[src/rtl/hclp_pkg.sv]
// ----------------------------------------------------------------------------
// hclp_pkg
// Types, character codes and hex decode helpers for the color line parser.
// ----------------------------------------------------------------------------
package hclp_pkg;

  localparam int unsigned LineLen       = 7;
  localparam int unsigned FillW         = 3;
  localparam int unsigned QueueDepthDef = 2;

  localparam logic [7:0] CH_BS    = 8'h08;
  localparam logic [7:0] CH_DEL   = 8'h7F;
  localparam logic [7:0] CH_LF    = 8'h0A;
  localparam logic [7:0] CH_CR    = 8'h0D;
  localparam logic [7:0] CH_TAB   = 8'h09;
  localparam logic [7:0] CH_SPACE = 8'h20;
  localparam logic [7:0] CH_HASH  = 8'h23;

  localparam logic [1:0] BEAT_FIRST = 2'd0;
  localparam logic [1:0] BEAT_TWO   = 2'd1;
  localparam logic [1:0] BEAT_THREE = 2'd2;
  localparam logic [1:0] BEAT_LAST  = 2'd3;

  typedef enum logic [1:0] {
    KIND_CHAR,
    KIND_ERASE,
    KIND_EOL
  } hclp_kind_e;

  typedef struct packed {
    logic [7:0] blue;
    logic [7:0] green;
    logic [7:0] red;
    logic       upd;
    hclp_kind_e kind;
    logic [7:0] rx;
  } hclp_cmd_t;

  // {valid, nibble}
  function automatic logic [4:0] hex_digit(input logic [7:0] ch);
    logic [4:0] res;
    res = 5'd0;
    if (ch >= 8'h30 && ch <= 8'h39) begin
      res = {1'b1, 4'(ch - 8'h30)};
    end else if (ch >= 8'h61 && ch <= 8'h66) begin
      res = {1'b1, 4'(ch - 8'h57)};
    end else if (ch >= 8'h41 && ch <= 8'h46) begin
      res = {1'b1, 4'(ch - 8'h37)};
    end
    return res;
  endfunction

  function automatic logic [7:0] decode_pair(input logic [7:0] hi, input logic [7:0] lo);
    logic [4:0] h;
    logic [4:0] l;
    logic [7:0] res;
    h = hex_digit(hi);
    l = hex_digit(lo);
    if (!h[4]) begin
      res = 8'd0;
    end else if (!l[4]) begin
      res = {4'd0, h[3:0]};
    end else begin
      res = {h[3:0], l[3:0]};
    end
    return res;
  endfunction

endpackage

[src/rtl/hclp_front.sv]
// ----------------------------------------------------------------------------
// hclp_front
// Classifies each received byte, edits the line buffer, loads color levels.
// ----------------------------------------------------------------------------
module hclp_front import hclp_pkg::*; (
  input  logic       clk_i,
  input  logic       rst_ni,
  input  logic       in_valid_i,
  input  logic [7:0] in_byte_i,
  input  logic       q_full_i,
  output logic       in_ready_o,
  output logic       push_o,
  output hclp_cmd_t  push_cmd_o
);

  logic [7:0]       line_q [LineLen];
  logic [FillW-1:0] fill_q, fill_d;
  logic [7:0]       red_q, red_d, green_q, green_d, blue_q, blue_d;
  logic             accept;
  logic             upd;
  logic             store_we;
  hclp_kind_e       kind;

  assign in_ready_o = !q_full_i;
  assign accept     = in_valid_i && !q_full_i;

  always_comb begin
    if (in_byte_i == CH_BS || in_byte_i == CH_DEL) begin
      kind = KIND_ERASE;
    end else if (in_byte_i == CH_LF || in_byte_i == CH_CR) begin
      kind = KIND_EOL;
    end else begin
      kind = KIND_CHAR;
    end
  end

  always_comb begin
    fill_d   = fill_q;
    red_d    = red_q;
    green_d  = green_q;
    blue_d   = blue_q;
    upd      = 1'b0;
    store_we = 1'b0;
    if (accept) begin
      case (kind)
        KIND_ERASE: begin
          if (fill_q != '0) fill_d = fill_q - 1'b1;
        end
        KIND_EOL: begin
          fill_d = '0;
          if (fill_q == FillW'(LineLen) && line_q[0] == CH_HASH) begin
            upd     = 1'b1;
            red_d   = decode_pair(line_q[1], line_q[2]);
            green_d = decode_pair(line_q[3], line_q[4]);
            blue_d  = decode_pair(line_q[5], line_q[6]);
          end
        end
        KIND_CHAR: begin
          if (fill_q < FillW'(LineLen)) begin
            store_we = 1'b1;
            fill_d   = fill_q + 1'b1;
          end
        end
        default: begin
          fill_d = fill_q;
        end
      endcase
    end
  end

  always_ff @(posedge clk_i or negedge rst_ni) begin
    if (!rst_ni) begin
      fill_q  <= '0;
      red_q   <= '0;
      green_q <= '0;
      blue_q  <= '0;
    end else begin
      fill_q  <= fill_d;
      red_q   <= red_d;
      green_q <= green_d;
      blue_q  <= blue_d;
    end
  end

  always_ff @(posedge clk_i) begin
    if (store_we) line_q[fill_q] <= in_byte_i;
  end

  assign push_o = accept;
  always_comb begin
    push_cmd_o.rx    = in_byte_i;
    push_cmd_o.kind  = kind;
    push_cmd_o.upd   = upd;
    push_cmd_o.red   = red_d;
    push_cmd_o.green = green_d;
    push_cmd_o.blue  = blue_d;
  end

endmodule

[src/rtl/hclp_queue.sv]
// ----------------------------------------------------------------------------
// hclp_queue
// Small command queue between the front and back sections.
// ----------------------------------------------------------------------------
module hclp_queue import hclp_pkg::*; #(
  parameter int unsigned Depth = QueueDepthDef
) (
  input  logic      clk_i,
  input  logic      rst_ni,
  input  logic      push_i,
  input  hclp_cmd_t push_cmd_i,
  output logic      full_o,
  input  logic      pop_i,
  output logic      valid_o,
  output hclp_cmd_t pop_cmd_o
);

  localparam int unsigned PtrW = (Depth > 1) ? $clog2(Depth) : 1;
  localparam int unsigned CntW = $clog2(Depth + 1);

  hclp_cmd_t       mem_q [Depth];
  logic [PtrW-1:0] wr_q, wr_d, rd_q, rd_d;
  logic [CntW-1:0] cnt_q, cnt_d;
  logic            do_wr, do_rd;

  assign full_o    = cnt_q == CntW'(Depth);
  assign valid_o   = cnt_q != '0;
  assign do_wr     = push_i && !full_o;
  assign do_rd     = pop_i && valid_o;
  assign pop_cmd_o = mem_q[rd_q];

  always_comb begin
    wr_d  = wr_q;
    rd_d  = rd_q;
    cnt_d = cnt_q;
    if (do_wr) wr_d = (wr_q == PtrW'(Depth - 1)) ? '0 : wr_q + 1'b1;
    if (do_rd) rd_d = (rd_q == PtrW'(Depth - 1)) ? '0 : rd_q + 1'b1;
    if (do_wr && !do_rd) begin
      cnt_d = cnt_q + 1'b1;
    end else if (do_rd && !do_wr) begin
      cnt_d = cnt_q - 1'b1;
    end
  end

  always_ff @(posedge clk_i or negedge rst_ni) begin
    if (!rst_ni) begin
      wr_q  <= '0;
      rd_q  <= '0;
      cnt_q <= '0;
    end else begin
      wr_q  <= wr_d;
      rd_q  <= rd_d;
      cnt_q <= cnt_d;
    end
  end

  always_ff @(posedge clk_i) begin
    if (do_wr) mem_q[wr_q] <= push_cmd_i;
  end

endmodule

[src/rtl/hclp_back.sv]
// ----------------------------------------------------------------------------
// hclp_back
// Echo sequencer: plays out one or four echo items per command.
// ----------------------------------------------------------------------------
module hclp_back import hclp_pkg::*; (
  input  logic       clk_i,
  input  logic       rst_ni,
  input  logic       q_valid_i,
  input  hclp_cmd_t  q_cmd_i,
  output logic       pop_o,
  output logic       out_valid_o,
  input  logic       out_ready_i,
  output logic [7:0] out_byte_o,
  output logic       out_last_o,
  output logic       out_upd_o,
  output logic [7:0] out_red_o,
  output logic [7:0] out_green_o,
  output logic [7:0] out_blue_o
);

  hclp_cmd_t  cur_q, cur_d;
  logic       busy_q, busy_d;
  logic [1:0] beat_q, beat_d;
  logic       fire, last_beat, take;

  assign last_beat = (cur_q.kind == KIND_CHAR) ? (beat_q == BEAT_FIRST)
                                               : (beat_q == BEAT_LAST);
  assign fire = busy_q && out_ready_i;
  assign take = !busy_q || (fire && last_beat);
  assign pop_o = take && q_valid_i;

  always_comb begin
    busy_d = busy_q;
    beat_d = beat_q;
    cur_d  = cur_q;
    if (take) begin
      busy_d = q_valid_i;
      beat_d = BEAT_FIRST;
      cur_d  = q_cmd_i;
    end else if (fire) begin
      beat_d = beat_q + 1'b1;
    end
  end

  always_ff @(posedge clk_i or negedge rst_ni) begin
    if (!rst_ni) begin
      busy_q <= 1'b0;
      beat_q <= BEAT_FIRST;
    end else begin
      busy_q <= busy_d;
      beat_q <= beat_d;
    end
  end

  always_ff @(posedge clk_i) begin
    cur_q <= cur_d;
  end

  always_comb begin
    case (beat_q)
      BEAT_FIRST: out_byte_o = cur_q.rx;
      BEAT_TWO:   out_byte_o = (cur_q.kind == KIND_EOL) ? CH_CR : CH_BS;
      BEAT_THREE: out_byte_o = (cur_q.kind == KIND_EOL) ? CH_LF : CH_SPACE;
      BEAT_LAST:  out_byte_o = (cur_q.kind == KIND_EOL) ? CH_TAB : CH_BS;
      default:    out_byte_o = cur_q.rx;
    endcase
  end

  assign out_valid_o = busy_q;
  assign out_last_o  = last_beat;
  assign out_upd_o   = last_beat && cur_q.upd;
  assign out_red_o   = cur_q.red;
  assign out_green_o = cur_q.green;
  assign out_blue_o  = cur_q.blue;

endmodule

[src/rtl/hex_color_line_parser_unit.sv]
// ----------------------------------------------------------------------------
// hex_color_line_parser_unit
// Serial line editor with echo that sets RGB levels from a "#rrggbb" line.
// ----------------------------------------------------------------------------
// Every received byte is echoed; backspace/DEL adds "\b \b" and CR/LF adds
// "\r\n\t", so a byte yields one or four output items. The output side moves
// one item per cycle while m_axis_tready is high, paced by the echo sequencer
// in the back section. The front takes a byte every cycle while the command
// queue (QueueDepth entries) has room.
// Red, green and blue on each item are the levels in effect after its byte;
// tuser flags the final item of a line end that loaded new levels.
module hex_color_line_parser_unit import hclp_pkg::*; #(
  parameter int unsigned QueueDepth = QueueDepthDef
) (
  input  logic        clk_i,
  input  logic        rst_ni,
  input  logic        s_axis_tvalid,
  output logic        s_axis_tready,
  input  logic [7:0]  s_axis_tdata,   // [7:0] rx_byte
  output logic        m_axis_tvalid,
  input  logic        m_axis_tready,
  output logic [31:0] m_axis_tdata,   // [7:0] tx_byte, [15:8] red, [23:16] green, [31:24] blue
  output logic        m_axis_tlast,   // last
  output logic        m_axis_tuser    // [0] color_update
);

  hclp_cmd_t  push_cmd, pop_cmd;
  logic       push, pop, q_full, q_valid;
  logic [7:0] tx_byte, red, green, blue;

  hclp_front u_front (
    .clk_i      (clk_i),
    .rst_ni     (rst_ni),
    .in_valid_i (s_axis_tvalid),
    .in_byte_i  (s_axis_tdata),
    .q_full_i   (q_full),
    .in_ready_o (s_axis_tready),
    .push_o     (push),
    .push_cmd_o (push_cmd)
  );

  hclp_queue #(
    .Depth (QueueDepth)
  ) u_queue (
    .clk_i      (clk_i),
    .rst_ni     (rst_ni),
    .push_i     (push),
    .push_cmd_i (push_cmd),
    .full_o     (q_full),
    .pop_i      (pop),
    .valid_o    (q_valid),
    .pop_cmd_o  (pop_cmd)
  );

  hclp_back u_back (
    .clk_i       (clk_i),
    .rst_ni      (rst_ni),
    .q_valid_i   (q_valid),
    .q_cmd_i     (pop_cmd),
    .pop_o       (pop),
    .out_valid_o (m_axis_tvalid),
    .out_ready_i (m_axis_tready),
    .out_byte_o  (tx_byte),
    .out_last_o  (m_axis_tlast),
    .out_upd_o   (m_axis_tuser),
    .out_red_o   (red),
    .out_green_o (green),
    .out_blue_o  (blue)
  );

  assign m_axis_tdata = {blue, green, red, tx_byte};

endmodule

[config.mk]
export PLATFORM = sky130hd
export DESIGN_NAME = hex_color_line_parser_unit
export DESIGN_NICKNAME = d
export VERILOG_FILES = /design/src/rtl/hclp_pkg.sv /design/src/rtl/hclp_front.sv /design/src/rtl/hclp_queue.sv /design/src/rtl/hclp_back.sv /design/src/rtl/hex_color_line_parser_unit.sv
export SDC_FILE = /design/constraint.sdc
export NUM_CORES = 1
export LEC_CHECK = 0
export BUFFER_PORTS_ARGS = -buffer_cell sky130_fd_sc_hd__buf_2
export CORE_ASPECT_RATIO = 0.7
export CORE_MARGIN = 2
export CORE_UTILIZATION = 55
export CTS_CLUSTER_SIZE = 12
export DETAILED_ROUTE_END_ITERATION = 7
export GPL_ROUTABILITY_DRIVEN = 0
export PLACE_DENSITY = 0.76
export SLEW_MARGIN = 20
export SYNTH_ARGS = -nofsm -noshare
export SYNTH_HDL_FRONTEND = slang
export SYNTH_SLANG_ARGS = --single-unit
[constraint.sdc]
create_clock -name clk_i -period 3 [get_ports clk_i]
set_clock_uncertainty 0.1 [all_clocks]
set_input_delay 0.75 -clock clk_i [delete_from_list [all_inputs] [get_ports clk_i]]
set_output_delay 0.75 -clock clk_i [all_outputs]
set_load 0.03 [all_outputs]
## After elaboration in Yosys (flattened, before gate mapping)

Memories as Yosys holds them, arrays and structs flattened. A register that Yosys moved wholly into a read port is not among the register bits.
Cells that the tools add are included.

| storage, ports and cells | value |
|---|---|
| memories kept | 2 |
| ROM bits | 0 |
| bits in latches | 0 |
| bits in writable memories | 126 |
| output and inout port bits | 36 |
| register bits | 34 |

| cells by class | value |
|---|---|
| reductions and logical operators | 44 |
| shift-type cells | 0 |
| muxes and demuxes | 77 |
| bitwise logic cells | 0 |
| divide/modulo/power cells | 0 |
| add/subtract/negate cells | 25 |
| order comparisons | 37 |
| equality and inequality tests | 15 |
| multipliers | 0 |

Memory list:

| memory | depth | width | read ports | clocked after Yosys merged registers in | write ports | line | RTL |
|---|---|---|---|---|---|---|---|
| u_queue.mem_q | 2 | 35 | 1 | 1 | 1 | hclp_queue.sv:21 | `hclp_cmd_t mem_q [Depth];` |
| u_front.line_q | 7 | 8 | 7 | 0 | 1 | hclp_front.sv:16 | `logic [7:0] line_q [LineLen];` |

Operator list:

| cell | number |
|---|---|
| $mux 5 | 36 |
| $mux 8 | 15 |
| $ge 8x7->1 const B | 12 |
| $le 8x7->1 const B | 12 |
| $ge 8x6->1 const B | 6 |
| $le 8x6->1 const B | 6 |
| $sub 4x3->4 const B | 12 |
| $pmux 8 s4 | 1 |
| $logic_and 1x1->1 | 28 |
| $eq 8x4->1 const B | 3 |
| $sub 4x1->4 const B | 6 |
| $mux 1 | 14 |
| $mux 2 | 6 |
| $eq 2x2->1 const B | 5 |
| $mux 3 | 3 |
| $pmux 3 s3 | 1 |
| $eq 8x6->1 const B | 1 |
| $eq 8x7->1 const B | 1 |
| $logic_not 2->1 | 3 |
| $mux 6 | 1 |
| $reduce_bool 2->1 | 3 |
| $reduce_bool 3->1 | 2 |
| $add 2x1->2 const B | 2 |
| $eq 2x1->1 const B | 2 |
| other kinds (10) | 17 |

## Longest topological paths before layout

An unclocked memory read counts as a cell.

| logic depth | value |
|---|---|
| depth in word-level cells | 14 |
| depth in mapped cells | 10 |
| gate-level depth less buffers | 10 |

## Modules after synthesis

From an unflattened synthesis, not the netlist that was laid out.

| unflattened totals | value |
|---|---|
| cell total of the unflattened synthesis | 567 |
| area total of the unflattened synthesis | 8575.7 um^2 |

By module, submodules not included:

| module | cells each | times used | area each (um^2) | sequential area each (um^2) |
|---|---|---|---|---|
| hclp_front | 334 | 1 | 4083.9 | 2357.3 |
| hclp_queue | 128 | 1 | 2876.5 | 2202.1 |
| hclp_back | 105 | 1 | 1615.3 | 1126.1 |

## Worst setup path before layout

Ideal clock, no wire load.

| timing path | value |
|---|---|
| path type | reg-to-reg |
| start | register u_back.beat_q[0] |
| end | register u_queue.cnt_q[1] |
| library setup time | 0.079 ns |
| stages on the path, launching flop included | 11 |
| slack | -0.030 ns |
| clock period less this slack | 3.030 ns |
| data arrival time | 2.851 ns |
| cells stage by stage | dfrtp_1 > inv_1 > ha_1 > mux2_2 > nand2_1 > nand2_1 > o21ai_0 > ha_1 > xor2_1 > nor2_1 > xor2_1 |

| between the ends | value |
|---|---|
| cells in the longest elaborated chain, start to end | 9 |

RTL lines:

| item | line | RTL |
|---|---|---|
| start, declared | hclp_back.sv:23 | `logic [1:0] beat_q, beat_d;` |
| start signal, assigned | hclp_back.sv:51 | `beat_q <= beat_d;` |
| $eq 2x2->1 / $logic_not 2->1 (equally long branches) | hclp_back.sv:27, hclp_back.sv:26 |  |
| $mux 1 (*) | hclp_back.sv:26 | `assign last_beat = (cur_q.kind == KIND_CHAR) ? (beat_q == BEAT_FIRST)` |
| net m_axis_tlast | hex_color_line_parser_unit.sv:23 | `output logic m_axis_tlast,` |
| $logic_and 1x1->1 (*) | hclp_back.sv:29 | `assign take = !busy_q \|\| (fire && last_beat);` |
| $logic_or 1x1->1 (*) | hclp_back.sv:29 |  |
| net u_back.take | hclp_back.sv:24 | `logic fire, last_beat, take;` |
| $logic_and 1x1->1 (*) | hclp_back.sv:30 | `assign pop_o = take && q_valid_i;` |
| $logic_and 1x1->1 (*) | hclp_queue.sv:29 | `assign do_rd = pop_i && valid_o;` |
| $logic_not 1->1 | hclp_queue.sv:38 | `if (do_wr && !do_rd) begin` |
| $logic_and 1x1->1 | hclp_queue.sv:38 |  |
| $mux 2 / $reduce_bool 2->1 (equally long branches) | n/a |  |
| end signal, assigned | hclp_queue.sv:53 | `cnt_q <= cnt_d;` |
| end, declared | hclp_queue.sv:23 | `logic [CntW-1:0] cnt_q, cnt_d;` |

The timed path passes the listed nets; every way through them passes the cells marked *.
A chain may end at the register's enable or synchronous reset.

## Worst setup path after layout

| timing path | value |
|---|---|
| start | register u_back.beat_q[0] |
| end | output port m_axis_tuser |

| between the ends | value |
|---|---|
| cells in the longest elaborated chain, start to end | 3 |

RTL lines:

| item | line | RTL |
|---|---|---|
| $eq 2x2->1 / $logic_not 2->1 (equally long branches) | hclp_back.sv:27, hclp_back.sv:26 |  |
| $mux 1 (*) | hclp_back.sv:26 |  |
| $logic_and 1x1->1 (*) | hclp_back.sv:71 | `assign out_upd_o = last_beat && cur_q.upd;` |
| end, declared | hex_color_line_parser_unit.sv:24 | `output logic m_axis_tuser` |

Every way passes the cells marked *; elsewhere a longest branch is shown, timed or not.

==> metrics <==
status=finished clean; DRT Pass-1 Iters=6; Hold Crit Class=in -> async; crit path DAT=a little under 2 ns; most instantiated cells after synthesis=edfxtp_1, nand2_1, mux2_2; Final ANT Viol Nets=0; CTS tree=built; routed vias/inst=5.727; register share of total power=47.7%; ys async rst share=between 15 and 20%; Num CTS Buffers=17; critical-path cell list=inv_1 > ha_1 > mux2_2 > and2_1 > buf_2; final net count=676; post-synthesis mux area share=under 10%; Tightest Pin Transition=1.034 ns; DRT iter0 DRCs=375; R2R depth=5; Switching Share=31.84%; Total Die Area=around 16000 um2; die height=~110 um; via count=around 4800; Hold Buf Count CTS=0; #FFs+latches synth=195; total wire length=approximately 16 mm; clk buf depth=2; CTS clk-pin slew, worst paths=0.08 ns; Worst slew margin=30.53%; most area-consuming cells after synthesis=edfxtp_1, dfrtp_1, mux2_2; number of buffers added for setup after CTS=0; number of flops mapped to enable cells by yosys=about 160; GRT overflow=0; dpl hpwl=10.96 mm; Core Footprint=approximately 15000 um2; Comb pwr share=24.2%; WL per Instance=19.09 um; highest ir drop seen on vdd=roughly 440 uV; Final Hold Vio Count=0; Yosys top cell area share=57.48%; Ant. Diodes=0; Finished Layout Cells=843; Critical Path Start=u_back.beat_q[0]$_DFFE_PN0P_; Data required, critical path=roughly 2.2 ns; Syn. warnings=0; Yosys cell types=62; Fin Setup TNS=0 ns; Max Freq=between 0.3 and 0.4 GHz; Syn Inst Count=576; share of cells above drive strength 1=between 20 and 25%; largest family of logic cells by synthesized area=simple AND/OR/NAND/NOR gates; critical-path maximum fanout=14; CP max stage delay=between 0.4 and 0.5 ns; Worst-Skew Late Latency=0.44 ns; crit path capture=m_axis_tuser; H-tree depth=4; Sink Count=roughly 200; vias in the first global route=approximately 4800; Layout fillers=between 1000 and 1500; total power=8.105 mW; Starting Density=56.77%; post-CTS resize count=0; worst reg2reg setup slack=0.34 ns; final setup violation count=0; crit path launch type=flip-flop; FP Rows=37; leading cell type by number of instances after synthesis=edfxtp_1; Internal Power=5.524 mW; leakage power total=3.610 nW; Root Driver=clkbuf_16; first-pass GRT wire length=25.54 mm; final worst path period need=2.810 ns; Die Wd=151.8 um; Post-Syn Area=8411 um2; Post-synth top flop=edfxtp_1; fin. max-slew vios=0; WS Path Type=reg -> out; Power Dens Cells=between 800 and 900 nW/um2; area leader, netlist=edfxtp_1; period utilisation layout=a little over nine tenths; Synth Area in Simple Gates=approximately 8.5%; IO Pins=48; RSZ-0062 raised after global routing=no; P_sw=2.581 mW; GRT Total Usage=20.72%; initial antenna violation count=0; largest net degree at the start of global routing=36; Synth Area in XOR/XNOR=less than 1%; max_cap viols=0; placed insts=811; number of remaining DRC errors=0; synthesized-area fraction occupied by adder cells=4.403%; critical path's slowest cell=dfrtp_1; RR Startpoint=u_queue.cnt_q[0]$_DFFE_PN0P_; clock power share=28.1%; Area Overhead vs Synth=12.99%; complex-gate fraction of the synthesized area=under 10%; port buffer count=47; Synth Area per Inst=14.60 um2; sequential share of the synthesized area=67.60%; CP Capture Type=output pin; Syn Nets=just over 600; Critical R2R Capture=u_front.line_q[1][7]$_DFFE_PP_
## sequential cells by signal, indices dropped and copies added (netlist names)
name	count
u_back.beat_q	2
u_back.out_red_o	8
u_back.cur_q	11
u_front.fill_q	3
u_queue.wr_q	1
u_back.out_valid_o	1
u_queue.rd_q	1
u_front.blue_q	8
u_queue.cnt_q	2
u_back.out_green_o	8
u_back.out_blue_o	8
u_queue.mem_q	70
u_front.red_q	8
u_front.line_q	56
u_front.green_q	8
## power by group through the flow
stage / clock network [mW] / registers, mW / logic [mW]
final: 2.27 / 3.87 / 1.97
after detailed placement: 0 / 3.92 / 1.96
after floorplan: 0 / 3.83 / 1.51
after global placement: 0 / 3.88 / 1.90
after CTS: 2.31 / 3.86 / 1.98
after global routing: 2.42 / 3.92 / 2.13
## metrics by stage
| stage | hold WS [ns] | cell area, um2 | utilization [%] | worst slack [ns] |
|---|---|---|---|---|
| floorplan | 0.3521 | 8413 | - | 0.03835 |
| global placement | 0.3709 | 8894 | 60.03 | 0.06965 |
| detailed placement | 0.3823 | 8894 | 60.03 | -0.02708 |
| CTS | 0.3545 | 9493 | 64.08 | 0.1762 |
| global route | 0.3888 | 9503 | 64.15 | 0.03781 |
| finish | 0.3358 | 9503 | 64.15 | 0.1905 |
## placed cells by master (no fill, tap or decap), drive strengths merged, types with 3 or more instances in the layout
cell type,count
nand4bb,5
nor3b,7
buf,77
ha,28
nand2b,6
or4b,4
nor4b,5
dfrtp,34
mux2,39
inv,33
o31ai,6
a32o,3
o211ai,3
nor2,19
clkinvlp,3
clkbuf,18
nand2,51
xnor2,7
a21oi,18
a22oi,5
and2,4
nand3,7
o21ai,32
mux2i,10
a31oi,7
o21bai,6
a21o,4
a22o,4
edfxtp,161
nor3,6
nor2b,4
or3,3
and3,4
## cell type report
cell class / instances / area [um2] / share of cell area, %
sequential: 195 / 5685 / 59.83
timing repair buffer: 77 / 460.4 / 4.845
multi-input combinational: 321 / 2427 / 25.54
clock buffer: 18 / 439.2 / 4.621
inverter: 23 / 86.33 / 0.9085
tap: 195 / 244.0 / 2.567
clock inverter: 14 / 160.2 / 1.685
## worst min path at each step
stage | from | end | slack [ns] | depth (start not counted)
after global routing | rst_ni | u_back.beat_q[1]$_DFFE_PN0P_ | 0.39 | 1
final | rst_ni | u_front.red_q[4]$_DFF_PN0_ | 0.34 | 1
after detailed placement | u_front.red_q[7]$_DFF_PN0_ | u_front.red_q[7]$_DFF_PN0_ | 0.38 | 2
after CTS | rst_ni | u_front.blue_q[5]$_DFF_PN0_ | 0.35 | 1
after floorplan | rst_ni | u_back.beat_q[0]$_DFFE_PN0P_ | 0.35 | 0
after global placement | u_front.red_q[3]$_DFF_PN0_ | u_front.red_q[3]$_DFF_PN0_ | 0.37 | 2
## layer usage
metal	GRT usage, %	routed length, um
met5	0	0
met4	8.011	217
met3	4.791	1119
met2	31.27	7244
met1	29.63	7514
## worst max-delay path, delay by kind of cell (launching register included)
family | cells | cell delay, ns
adder cells (fa/ha/maj) | 1 | 0.34
AND/OR/NAND/NOR | 1 | 0.16
multiplexers | 1 | 0.35
buffers and inverters | 2 | 0.26
flip-flops | 1 | 0.41
## cell families after synthesis
family	after synthesis
mux	49
buf+inv	60
compound gates	103
flops	195
fa+ha+maj	29
simple gates	131
xor+xnor	9
(Power assumes the default switching activity.)
